--- src/hdl/lcse_pkg.sv ---
`timescale 1ns / 1ps
`default_nettype none

package lcse_pkg;

  localparam int SCRIPT_DEPTH_DEFAULT = 16;
  localparam int QUEUE_DEPTH = 2;
  localparam int QUEUE_PTR_W = $clog2(QUEUE_DEPTH);

  // opcode register reset values
  localparam logic [7:0] OP_GO_RESET    = 8'd110;
  localparam logic [7:0] OP_FADE_RESET  = 8'd99;
  localparam logic [7:0] OP_WRITE_RESET = 8'd87;
  localparam logic [7:0] OP_PLAY_RESET  = 8'd112;
  localparam logic [7:0] OP_STOP_RESET  = 8'd111;
  localparam logic [7:0] OP_BOOT_RESET  = 8'd66;

  // configuration register indexes
  localparam logic [2:0] REG_GO    = 3'd0;
  localparam logic [2:0] REG_FADE  = 3'd1;
  localparam logic [2:0] REG_WRITE = 3'd2;
  localparam logic [2:0] REG_PLAY  = 3'd3;
  localparam logic [2:0] REG_STOP  = 3'd4;
  localparam logic [2:0] REG_BOOT  = 3'd5;

  // result action codes
  localparam logic [1:0] ACT_GO   = 2'd0;
  localparam logic [1:0] ACT_FADE = 2'd1;
  localparam logic [1:0] ACT_BOOT = 2'd2;

  typedef enum logic [2:0] {
    CLS_GO, CLS_FADE, CLS_WRITE, CLS_PLAY, CLS_STOP, CLS_BOOT, CLS_NONE
  } cls_t;

  typedef struct packed {
    logic [7:0] go;
    logic [7:0] fade;
    logic [7:0] write_line;
    logic [7:0] play;
    logic [7:0] stop;
    logic [7:0] boot;
  } opcodes_t;

  // one script line: byte 0 (opcode) in the low bits
  typedef logic [31:0] line_t;

  // queue entry: a tick, or a complete frame (opcode class + bytes 1..7)
  typedef struct packed {
    logic            is_tick;
    cls_t            cls;
    logic [6:0][7:0] args;
  } q_entry_t;

  typedef struct packed {
    logic [1:0] action;
    logic [7:0] red;
    logic [7:0] green;
    logic [7:0] blue;
    logic [7:0] boot_mode;
  } res_t;

  // first match wins: go, fade, write line, play, stop, boot mode
  function automatic cls_t classify(opcodes_t ops, logic [7:0] b);
    cls_t c;
    if (b == ops.go)              c = CLS_GO;
    else if (b == ops.fade)       c = CLS_FADE;
    else if (b == ops.write_line) c = CLS_WRITE;
    else if (b == ops.play)       c = CLS_PLAY;
    else if (b == ops.stop)       c = CLS_STOP;
    else if (b == ops.boot)       c = CLS_BOOT;
    else                          c = CLS_NONE;
    return c;
  endfunction

  function automatic logic [3:0] frame_len(cls_t c);
    logic [3:0] n;
    case (c)
      CLS_GO:    n = 4'd4;
      CLS_FADE:  n = 4'd4;
      CLS_WRITE: n = 4'd8;
      CLS_PLAY:  n = 4'd4;
      CLS_STOP:  n = 4'd1;
      CLS_BOOT:  n = 4'd6;
      default:   n = 4'd0;
    endcase
    return n;
  endfunction

endpackage

`default_nettype wire

--- src/hdl/lcse_front.sv ---
`timescale 1ns / 1ps
`default_nettype none

module lcse_front
  import lcse_pkg::*;
(
  input  wire logic     clk,
  input  wire logic     rst,
  input  wire opcodes_t ops,
  input  wire logic     in_valid,
  output logic          in_ready,
  input  wire logic     command,
  input  wire logic [7:0] data_byte,
  input  wire logic     q_full,
  output logic          push,
  output q_entry_t      entry
);

  logic [2:0]      frame_count, frame_count_next;
  logic [3:0]      frame_length, frame_length_next;
  cls_t            cur_cls, cur_cls_next;
  logic [6:0][7:0] args_buf, args_buf_next;
  logic [6:0][7:0] args_merged;
  cls_t            first_cls;
  logic            accept;

  assign in_ready  = !q_full;
  assign accept    = in_valid && in_ready;
  assign first_cls = classify(ops, data_byte);

  always_comb begin
    args_merged = args_buf;
    if (frame_count != 3'd0) begin
      args_merged[frame_count - 3'd1] = data_byte;
    end
  end

  always_comb begin
    push              = 1'b0;
    entry.is_tick     = command;
    entry.cls         = cur_cls;
    entry.args        = args_merged;
    frame_count_next  = frame_count;
    frame_length_next = frame_length;
    cur_cls_next      = cur_cls;
    args_buf_next     = args_buf;
    if (accept) begin
      if (command) begin
        push = 1'b1;
      end else if (frame_count == 3'd0) begin
        // unknown opcode is dropped
        if (first_cls != CLS_NONE) begin
          cur_cls_next = first_cls;
          if (frame_len(first_cls) == 4'd1) begin
            push      = 1'b1;
            entry.cls = first_cls;
          end else begin
            frame_count_next  = 3'd1;
            frame_length_next = frame_len(first_cls);
          end
        end
      end else begin
        args_buf_next = args_merged;
        if ({1'b0, frame_count} + 4'd1 >= frame_length) begin
          push             = 1'b1;
          frame_count_next = 3'd0;
        end else begin
          frame_count_next = frame_count + 3'd1;
        end
      end
    end
  end

  always_ff @(posedge clk) begin
    if (rst) begin
      frame_count  <= 3'd0;
      frame_length <= 4'd0;
      cur_cls      <= CLS_NONE;
    end else begin
      frame_count  <= frame_count_next;
      frame_length <= frame_length_next;
      cur_cls      <= cur_cls_next;
    end
  end

  always_ff @(posedge clk) begin
    args_buf <= args_buf_next;
  end

endmodule

`default_nettype wire

--- src/hdl/lcse_queue.sv ---
`timescale 1ns / 1ps
`default_nettype none

module lcse_queue
  import lcse_pkg::*;
(
  input  wire logic     clk,
  input  wire logic     rst,
  input  wire logic     push,
  input  wire q_entry_t entry_in,
  output logic          full,
  input  wire logic     pop,
  output logic          valid,
  output q_entry_t      entry_out
);

  q_entry_t               slots [QUEUE_DEPTH];
  logic [QUEUE_PTR_W-1:0] wr_ptr, rd_ptr;
  logic [QUEUE_PTR_W:0]   count;

  assign full      = (count == (QUEUE_PTR_W+1)'(QUEUE_DEPTH));
  assign valid     = (count != '0);
  assign entry_out = slots[rd_ptr];

  always_ff @(posedge clk) begin
    if (rst) begin
      wr_ptr <= '0;
      rd_ptr <= '0;
      count  <= '0;
    end else begin
      if (push) wr_ptr <= wr_ptr + 1'b1;
      if (pop)  rd_ptr <= rd_ptr + 1'b1;
      if (push && !pop)      count <= count + 1'b1;
      else if (!push && pop) count <= count - 1'b1;
    end
  end

  always_ff @(posedge clk) begin
    if (push) slots[wr_ptr] <= entry_in;
  end

endmodule

`default_nettype wire

--- src/hdl/lcse_back.sv ---
`timescale 1ns / 1ps
`default_nettype none

module lcse_back
  import lcse_pkg::*;
#(
  parameter int SCRIPT_DEPTH = SCRIPT_DEPTH_DEFAULT
) (
  input  wire logic     clk,
  input  wire logic     rst,
  input  wire opcodes_t ops,
  input  wire logic     q_valid,
  input  wire q_entry_t entry,
  output logic          q_pop,
  output logic          out_valid,
  input  wire logic     out_ready,
  output res_t          out_res
);

  localparam int AW = $clog2(SCRIPT_DEPTH);

  // script store; reads prefetch the line at the next play position
  line_t             mem [SCRIPT_DEPTH];
  logic [SCRIPT_DEPTH-1:0] line_written;
  line_t             line_data;
  logic              line_valid;
  line_t             line;

  logic              playing, playing_next;
  logic [AW-1:0]     play_position, play_position_next;
  logic [AW-1:0]     last_line, last_line_next;
  logic [7:0]        repeat_target, repeat_target_next;
  logic [7:0]        repeat_done, repeat_done_next;

  cls_t              ex_cls;
  logic [7:0]        b1, b2, b3;
  logic              active;
  logic [AW:0]       pp_work;
  logic [AW-1:0]     start;
  logic              we;
  logic [AW-1:0]     waddr;
  line_t             wdata;
  logic              emit;
  res_t              res_next;

  assign line  = line_valid ? line_data : '0;
  assign q_pop = q_valid && (!out_valid || out_ready);
  assign waddr = entry.args[1][AW-1:0];
  assign wdata = {entry.args[6], entry.args[5], entry.args[4], entry.args[3]};
  assign start = (b3 > 8'(last_line)) ? '0 : b3[AW-1:0];

  always_comb begin
    if (entry.is_tick) begin
      ex_cls = classify(ops, line[7:0]);
      b1     = line[15:8];
      b2     = line[23:16];
      b3     = line[31:24];
      active = playing;
    end else begin
      ex_cls = entry.cls;
      b1     = entry.args[0];
      b2     = entry.args[1];
      b3     = entry.args[2];
      active = 1'b1;
    end
  end

  always_comb begin
    playing_next       = playing;
    play_position_next = play_position;
    last_line_next     = last_line;
    repeat_target_next = repeat_target;
    repeat_done_next   = repeat_done;
    we                 = 1'b0;
    emit               = 1'b0;
    res_next           = out_res;
    pp_work            = {1'b0, play_position} + (AW+1)'(1);
    if (q_pop && active) begin
      case (ex_cls)
        CLS_GO: begin
          emit     = 1'b1;
          res_next = '{action: ACT_GO, red: b1, green: b2, blue: b3, boot_mode: 8'd0};
        end
        CLS_FADE: begin
          emit     = 1'b1;
          res_next = '{action: ACT_FADE, red: b1, green: b2, blue: b3, boot_mode: 8'd0};
        end
        CLS_WRITE: begin
          // stored lines are too short to carry a write
          if (!entry.is_tick && ({1'b0, entry.args[1]} < 9'(SCRIPT_DEPTH))) begin
            we = 1'b1;
            if (waddr > last_line) last_line_next = waddr;
          end
        end
        CLS_PLAY: begin
          repeat_target_next = b2;
          playing_next       = 1'b1;
          if (entry.is_tick) pp_work = {1'b0, start};
          else               play_position_next = start;
        end
        CLS_STOP: begin
          playing_next = 1'b0;
        end
        CLS_BOOT: begin
          emit     = 1'b1;
          res_next = '{action: ACT_BOOT, red: 8'd0, green: 8'd0, blue: 8'd0, boot_mode: b1};
        end
        default: ;
      endcase
      // end of pass: wrap and count repeats
      if (entry.is_tick) begin
        if (pp_work > {1'b0, last_line}) begin
          play_position_next = '0;
          repeat_done_next   = repeat_done + 8'd1;
          if (repeat_target_next != 8'd0 && repeat_done_next >= repeat_target_next) begin
            playing_next     = 1'b0;
            repeat_done_next = 8'd0;
          end
        end else begin
          play_position_next = pp_work[AW-1:0];
        end
      end
    end
  end

  always_ff @(posedge clk) begin
    if (rst) begin
      playing       <= 1'b0;
      play_position <= '0;
      last_line     <= '0;
      repeat_target <= 8'd0;
      repeat_done   <= 8'd0;
      line_written  <= '0;
      line_valid    <= 1'b0;
      out_valid     <= 1'b0;
    end else begin
      playing       <= playing_next;
      play_position <= play_position_next;
      last_line     <= last_line_next;
      repeat_target <= repeat_target_next;
      repeat_done   <= repeat_done_next;
      if (we) line_written[waddr] <= 1'b1;
      line_valid    <= (we && waddr == play_position_next) || line_written[play_position_next];
      if (q_pop)          out_valid <= emit;
      else if (out_ready) out_valid <= 1'b0;
    end
  end

  // store write with write-through to the prefetch register
  always_ff @(posedge clk) begin
    if (we) mem[waddr] <= wdata;
    if (we && waddr == play_position_next) line_data <= wdata;
    else                                   line_data <= mem[play_position_next];
  end

  always_ff @(posedge clk) begin
    if (q_pop) out_res <= res_next;
  end

  a_pos_in_range: assert property (@(posedge clk) disable iff (rst)
    play_position <= last_line)
    else $error("play position past last line");

  a_boot_no_color: assert property (@(posedge clk) disable iff (rst)
    out_valid && out_res.action == ACT_BOOT |->
      out_res.red == 8'd0 && out_res.green == 8'd0 && out_res.blue == 8'd0)
    else $error("boot mode result carries colour");

  a_tick_idle: assert property (@(posedge clk) disable iff (rst)
    q_pop && entry.is_tick && !playing |=> !out_valid && !playing)
    else $error("tick while stopped had an effect");

endmodule

`default_nettype wire

--- src/hdl/led_command_script_engine.sv ---
// LED command script engine.
// Input channel (in_valid/in_ready): each item is a received command byte
// (command = 0, data_byte) or a playback tick (command = 1). Bytes are
// assembled into frames whose length is set by the opcode in the first byte;
// a complete frame is executed. Ticks run the next stored script line while
// playback is on.
// Output channel (out_valid/out_ready): zero or one result per item, a colour
// action (set or fade) or a boot mode store request.
// Config port: cfg_wr_en writes cfg_data into opcode register cfg_index
// (0 go, 1 fade, 2 write line, 3 play, 4 stop, 5 boot mode); write only while
// idle. Indexes 6 and 7 are ignored.
// Timing: one item per cycle while in_ready is high. The front end registers
// each finished frame or tick into a two-entry queue; the back end executes
// one entry per cycle while the output register is free, and registers the
// result. The next script line is prefetched from the store each cycle.
// Stalls: a full output register holds the back end; the queue absorbs two
// entries, then in_ready drops. Reset clears opcodes to defaults, frame
// assembly, playback state and the script store (per-line valid bits).
`timescale 1ns / 1ps
`default_nettype none

module led_command_script_engine
  import lcse_pkg::*;
#(
  parameter int SCRIPT_DEPTH = SCRIPT_DEPTH_DEFAULT
) (
  input  wire logic       clk,
  input  wire logic       rst,
  input  wire logic       in_valid,
  output logic            in_ready,
  input  wire logic       command,
  input  wire logic [7:0] data_byte,
  output logic            out_valid,
  input  wire logic       out_ready,
  output logic [1:0]      action,
  output logic [7:0]      red,
  output logic [7:0]      green,
  output logic [7:0]      blue,
  output logic [7:0]      boot_mode,
  input  wire logic       cfg_wr_en,
  input  wire logic [2:0] cfg_index,
  input  wire logic [7:0] cfg_data
);

  opcodes_t ops;
  logic     q_full, q_push, q_pop, q_valid;
  q_entry_t q_in, q_out;
  res_t     res;

  // opcode registers
  always_ff @(posedge clk) begin
    if (rst) begin
      ops.go         <= OP_GO_RESET;
      ops.fade       <= OP_FADE_RESET;
      ops.write_line <= OP_WRITE_RESET;
      ops.play       <= OP_PLAY_RESET;
      ops.stop       <= OP_STOP_RESET;
      ops.boot       <= OP_BOOT_RESET;
    end else if (cfg_wr_en) begin
      case (cfg_index)
        REG_GO:    ops.go         <= cfg_data;
        REG_FADE:  ops.fade       <= cfg_data;
        REG_WRITE: ops.write_line <= cfg_data;
        REG_PLAY:  ops.play       <= cfg_data;
        REG_STOP:  ops.stop       <= cfg_data;
        REG_BOOT:  ops.boot       <= cfg_data;
        default: ;
      endcase
    end
  end

  // front: frame assembly and opcode classification
  lcse_front u_front (
    .clk       (clk),
    .rst       (rst),
    .ops       (ops),
    .in_valid  (in_valid),
    .in_ready  (in_ready),
    .command   (command),
    .data_byte (data_byte),
    .q_full    (q_full),
    .push      (q_push),
    .entry     (q_in)
  );

  lcse_queue u_queue (
    .clk       (clk),
    .rst       (rst),
    .push      (q_push),
    .entry_in  (q_in),
    .full      (q_full),
    .pop       (q_pop),
    .valid     (q_valid),
    .entry_out (q_out)
  );

  // back: execution, script store, playback, result register
  lcse_back #(
    .SCRIPT_DEPTH (SCRIPT_DEPTH)
  ) u_back (
    .clk       (clk),
    .rst       (rst),
    .ops       (ops),
    .q_valid   (q_valid),
    .entry     (q_out),
    .q_pop     (q_pop),
    .out_valid (out_valid),
    .out_ready (out_ready),
    .out_res   (res)
  );

  assign action    = res.action;
  assign red       = res.red;
  assign green     = res.green;
  assign blue      = res.blue;
  assign boot_mode = res.boot_mode;

endmodule

`default_nettype wire

--- config.mk ---
export PLATFORM = sky130hd
export DESIGN_NAME = led_command_script_engine
export DESIGN_NICKNAME = d
export VERILOG_FILES = /design/src/hdl/lcse_pkg.sv /design/src/hdl/lcse_front.sv /design/src/hdl/lcse_queue.sv /design/src/hdl/lcse_back.sv /design/src/hdl/led_command_script_engine.sv
export SDC_FILE = /design/constraint.sdc
export NUM_CORES = 1
export LEC_CHECK = 0
export CORE_MARGIN = 3
export CORE_UTILIZATION = 60
export DETAILED_ROUTE_END_ITERATION = 10
export DONT_BUFFER_PORTS = 1
export PLACE_DENSITY_LB_ADDON = 0.05
export SYNTH_ARGS = -nofsm -noshare
export SYNTH_HDL_FRONTEND = slang
export SYNTH_SLANG_ARGS = --single-unit
--- constraint.sdc ---
create_clock -name clk -period 14.7 [get_ports clk]
set_clock_uncertainty 0.05 [all_clocks]
set_input_delay 1.47 -clock clk [delete_from_list [all_inputs] [get_ports clk]]
set_output_delay 1.47 -clock clk [all_outputs]
set_load 0.1 [all_outputs]
[Yosys cells after proc, flatten, opt, wreduce, memory -nomap -nowiden]
Memory sizes are Yosys's and may differ from the RTL's. A register that Yosys moved wholly into a read port is not among the register bits.
Cells that the tools add are included.
Word-level totals
  output and inout bits: 36
  bits of input ports: 25
  register bits after elaboration: 195
  memory bits (writable): 632
  memories: 2
Operators by class
  $add $sub $neg: 9
  eq/ne operators: 33
  reductions and logical operators: 42
  bitwise operators: 4
  order comparisons: 11
  multiplexer cells: 77
Memory list
  u_back.mem: words 16, width 32, rd ports 1, clocked after memory_dff 1, write ports 1, RTL line lcse_back.sv:23  | line_t mem [SCRIPT_DEPTH];
  u_queue.slots: words 2, width 60, rd ports 1, clocked after memory_dff 1, write ports 1, RTL line lcse_queue.sv:17  | q_entry_t slots [QUEUE_DEPTH];
Operators with widths (number)
  34-bit one-hot mux with 3 select lines: 1
  8-bit == test: 12
  3-bit two-way mux: 20
  56-bit bitwise mux: 1
  56-bit two-way mux: 1
  8-bit two-way mux: 7
  4-bit two-way mux: 9
  32-bit two-way mux: 1
  1-bit two-way mux: 25
  8-bit demux with 3-bit select: 1
  3-bit by 2-bit == test with 1-bit output, second input constant: 6
  3-bit == test, second input constant: 6
  16-bit bitwise OR: 1
  4-bit one-hot mux with 4 select lines: 1
  5-bit two-way mux: 3
  3-bit logical NOT: 4
  2-bit AND reduction: 6
  4-bit AND reduction: 3
  1-bit logical AND: 10
  4-bit by 5-bit < comparator with 1-bit output, second input constant: 2
  3-bit by 1-bit == test with 1-bit output, second input constant: 3
  3-bit AND reduction: 3
  8-bit by 1-bit adder with 8-bit output, second input constant: 1
  8-bit >= comparator: 1
  other kinds (32): 48

[Longest topological paths before layout]
  depth after elaboration: 24
  mapped depth: 32
  depth with buffers taken out: 27

[Hierarchy]
Synthesis repeated with hierarchy kept, for this count alone.
Unflattened totals
  cells, all modules: 2062
  area total of the unflattened synthesis: 34754.6 um^2
Modules (own cells, without submodules)
  lcse_back: instances 1, area each 24579.8 um^2, seq. area each 17336.6 um^2, cells each 1385
  lcse_queue: instances 1, area each 4524.3 um^2, seq. area each 3703.6 um^2, cells each 209
  lcse_front: instances 1, area each 3759.9 um^2, seq. area each 1881.8 um^2, cells each 289
  led_command_script_engine: instances 1, area each 1890.6 um^2, seq. area each 960.9 um^2, cells each 179

[Worst setup path after synthesis]
Ideal clock, no wire load.
  path kind: input -> register
  start: input port data_byte[2]
  end: memory u_queue.slots[0][0] in the netlist's numbering, enable pin
  slack: 7.453 ns
  cell stages on the path: 10
  arrival: 6.645 ns
  path through: clkbuf_1 xor2_1 nor4_1 nand2_1 and2_1 and2_1 nand2_1 nand2_1 a21oi_1 nor3_1
On the way
  longest elaborated chain between the ends: 22
  elaborated cells on any way between the ends: 33
Ends and longest elaborated chain
  start, declared: RTL line led_command_script_engine.sv:32  | input wire logic [7:0] data_byte,
  8-bit == test: RTL line lcse_pkg.sv:70  | else if (b == ops.boot) c = CLS_BOOT;
  2-bit two-way mux: RTL line lcse_pkg.sv:70
  3-bit two-way mux: RTL line lcse_pkg.sv:69  | else if (b == ops.stop) c = CLS_STOP;
  3-bit two-way mux: RTL line lcse_pkg.sv:68  | else if (b == ops.play) c = CLS_PLAY;
  3-bit two-way mux: RTL line lcse_pkg.sv:67  | else if (b == ops.write_line) c = CLS_WRITE;
  3-bit two-way mux: RTL line lcse_pkg.sv:66  | else if (b == ops.fade) c = CLS_FADE;
  3-bit two-way mux *: RTL line lcse_pkg.sv:65  | if (b == ops.go) c = CLS_GO;
  3-bit by 1-bit == test with 1-bit output, or another cell as far along: RTL line lcse_pkg.sv:77  | case (c)
  (+6 left out)
  4-bit by 1-bit == test with 1-bit output: RTL line lcse_front.sv:54  | if (frame_len(first_cls) == 4'd1) begin
  1-bit two-way mux: RTL line lcse_front.sv:54
  1-bit two-way mux *: RTL line lcse_front.sv:52  | if (first_cls != CLS_NONE) begin
  1-bit two-way mux *: RTL line lcse_front.sv:50  | end else if (frame_count == 3'd0) begin
  1-bit two-way mux *: RTL line lcse_front.sv:48  | if (command) begin
  1-bit two-way mux *: RTL line lcse_front.sv:47  | if (accept) begin
  1-bit two-way mux *: RTL line lcse_queue.sv:39  | if (push) slots[wr_ptr] <= entry_in;
  1-bit two-way mux (not written as such) *: RTL line lcse_queue.sv:39
  end, declared: RTL line lcse_queue.sv:17
Every way passes the cells marked *; elsewhere a longest branch is shown, timed or not. The select of a mux whose other input is x is not followed.

==> impl_results.md <==
- Final Critical Period: 8.11 ns
- Initial antenna violation count: 4
- Largest net degree at the start of global routing: 102
- Fraction of final layout cells sized beyond drive strength 1: 0.184
- Crit path buf inv count: 4
- Worst-path clk slew: 0.06 ns
- DIE HEIGHT: 246 microns
- Drt via density: 6.44
- Drt first pass iters: 5
- 1st-iter DRT viols: between 1500 and 2000
- Post-synthesis adder-cell area fraction: 0.0108
- Max-slew violations: 0
- Initial core utilization: 0.611
- Post-Synthesis Cells: roughly 2200
- CTS tree: built
- Most used routing layer: met2
- Die area: 60700 sq um
- IO Pins: 61
- Post-Synth Simple-Gate Area: 0.0727
- GR Util met2: 0.446
- CTS root buf: clkbuf_16
- Via count: 19300
- Total wire length: ~84 mm
- Rel. slew slack: 0.292
- # setup viols final: 0
- Drt wl/cell: approximately 28 microns
- P&R area growth vs syn: 9.85%
- Die Span X: 246 microns
- Crit-path leading delay family: compound AO/OA/AOI/OAI gates
- Clk_lat worst skew: 0.65 ns
- Crit end category: flop
- Post-CTS Setup Inserts: 0
- CP max stage cell: buf_12
- Standby leakage power: 0.0121 uW
- Ys async rst share: 0
- Cts bufs inserted: 83
- Pwr dens: around 140 nW/um^2
- Clock Sinks: around 830
- Largest family of logic cells by synthesized area: multiplexers
- Tightest Hold Check Type: reg2reg
- Status: completed
- Vias in the first global route: 18800
- Final Hold Vio Count: 0
- Core ar.: 56800 sq um
- Layout net count: 2225
- Library cells used by synthesis: 72
- XOR/XNOR Fraction of Synth Area: 0.0167
- Post-synthesis cell area: approximately 35000 sq um
- Met3 Track Usage GR: 0.0600
- CP peak stage delay: 0.68 ns
- Compound-Gate Fraction of Synth Area: 0.0444
- Synthesized net count: 2209
- Crit path kind: reg2reg
- Tcrit/Tclk final: 0.551
- # rows: 87
- Required time of the worst setup path: 15.16 ns
- Worst-margin pin slew: 1.06 ns
- Total GRT Usage: 0.282
- Max H-tree Level: 3
- Max_cap viols: 0
- CP Max Fanout: a little over 100
- RSZ-0062 raised after global routing: false
- Final WS setup: 6.59 ns
- Post-route ant nets: 0
- Final GP Congestion: 0.930
- Seq cells post-synth: 832
- Startpoint Class: flop
- First-pass GRT wire length: 123 mm
- Setup TNS: 0 ns
- Hpwl dp: a little under 50 mm
- EDFF count, synth: 722
- Mapped Avg Cell Area: 16.1 sq um
- Post-synthesis mux area share: 0.147
- Max clock buf depth: 3
- Drc violations: 0
- Pre-CTS setup slack: ~6.7 ns
- Worst VDD drop: 0.121 mV
- Seq/Total Area, Yosys: 0.688
- Achievable Freq: roughly 0.12 GHz
- Synth Flop Type: edfxtp_1
- GR Layer Usage met1: 0.394
- Min-delay src: u_back.line_written[5]
- Hold_buf cts: 0
- # port buffers: 0
- Grt total ovfl: 0
- CTS resizes: 0
- Synth Warn #: 0
- Worst Path Arrival: 8.56 ns
## cells by family (layout without fill, tap and decap cells)
kind of cell,count (synthesis),in the layout
other,0,2
AOI/OAI and AO/OA,237,237
xor gates and xnor gates,66,66
buffers and inverters,142,225
and+or+nand+nor,500,500
DFF,832,832
adders and majority gates,30,30
muxes,347,347
## area by class of cell
type                    count  area (sq um)
fillers                  3894         18700
well taps                 756           946
multi-input cells        1180         10200
clock buffers             105          2170
clock inverters            47           412
repair buffers             40           313
inverters                  33           124
flip-flops and latches    832         23900
diodes                      2          5.00
## metal layers
layer  up-vias  routed length [microns]
met5         -                       23
met4         4                     2730
met3       168                     6350
met2       820                    40000
met1      9904                    35200
li1       8406                        -
## sequential cells by signal, summed over array words and instances (netlist names), named ones only
register	count
u_back.playing	1
u_back.last_line	4
u_front.frame_length	4
u_front.args_buf	56
u_back.line_written	16
u_back.play_position	4
u_back.repeat_target	8
u_back.repeat_done	8
u_front.cur_cls	3
u_back.out_res	34
u_queue.slots	120
u_back.line_valid	1
u_queue.wr_ptr	1
u_front.frame_count	3
u_queue.rd_ptr	1
u_back.mem	512
u_queue.count	2
u_back.out_valid	1
ops	48
## cells in the final DEF, fill, tap and decap left out, types with 18 or more instances in the layout
| cell | netlist | layout |
|---|---|---|
| clkbuf_16 | 0 | 83 |
| o21ai_0 | 31 | 31 |
| xnor2_1 | 42 | 42 |
| nor2b_1 | 26 | 25 |
| mux2_2 | 92 | 92 |
| a21oi_1 | 95 | 95 |
| clkbuf_1 | 56 | 19 |
| and3_1 | 18 | 18 |
| inv_1 | 32 | 33 |
| dfxtp_1 | 110 | 106 |
| nor2_1 | 137 | 121 |
| mux2i_1 | 134 | 134 |
| buf_4 | 5 | 39 |
| mux4_2 | 120 | 120 |
| edfxtp_1 | 722 | 722 |
| nand2_1 | 124 | 124 |
| a31oi_1 | 19 | 19 |
| ha_1 | 30 | 30 |
| clkinv_1 | 1 | 22 |
| nand3_1 | 58 | 58 |
| nor3_1 | 22 | 20 |
| nand4_1 | 26 | 26 |
| xor2_1 | 24 | 24 |
## synth_stat cells (26+ instances only)
master / n / area, sq um
dfxtp_1: 110 / 2200
mux4_2: 120 / 2700
clkbuf_1: 56 / 210
nor2_1: 137 / 514
xnor2_1: 42 / 368
nand4_1: 26 / 163
edfxtp_1: 722 / 21700
ha_1: 30 / 375
nor2b_1: 26 / 163
nand3_1: 58 / 290
mux2i_1: 134 / 1340
inv_1: 32 / 120
o21ai_0: 31 / 155
a21oi_1: 95 / 475
nand2_1: 124 / 465
mux2_2: 92 / 1040
## power breakdown
part | switching (uW) | internal (uW)
registers | 50.5 | 2720
clock network | 886 | 1110
logic | 340 | 133
total | 1280 | 3960
## stage by stage
stage	area (sq um)	hold WS, ns	util	std cells	power (uW)
2_1_floorplan	34700	0.383	-	2154	3140
3_3_place_gp	35500	0.397	0.625	2841	3270
3_5_place_dp	35500	0.406	0.625	2841	3290
4_1_cts	38100	0.419	0.671	2993	5270
5_1_grt	38100	0.431	0.671	2993	5410
6_report	38100	0.415	0.671	2995	5240
## worst reg2reg max path, delay by kind of cell, from the launching register on
kind | cells | cell delay, ns
compound gates | 10 | 1.76
mux | 3 | 1.55
flops | 1 | 0.63
buf+inv | 4 | 1.72
fa+ha+maj | 2 | 0.61
simple gates | 10 | 1.65
## final timing paths
check | cells past startpoint | endpoint | slack (ns)
worst min-delay path | 1 | u_back.line_written[5] | 0.41
worst max-delay path | 29 | u_back.line_valid | 6.59
worst min register to register | 1 | u_back.line_written[5] | 0.41
worst max register to register | 29 | u_back.line_valid | 6.59
Note: power is estimated with default switching activity, not from simulation.
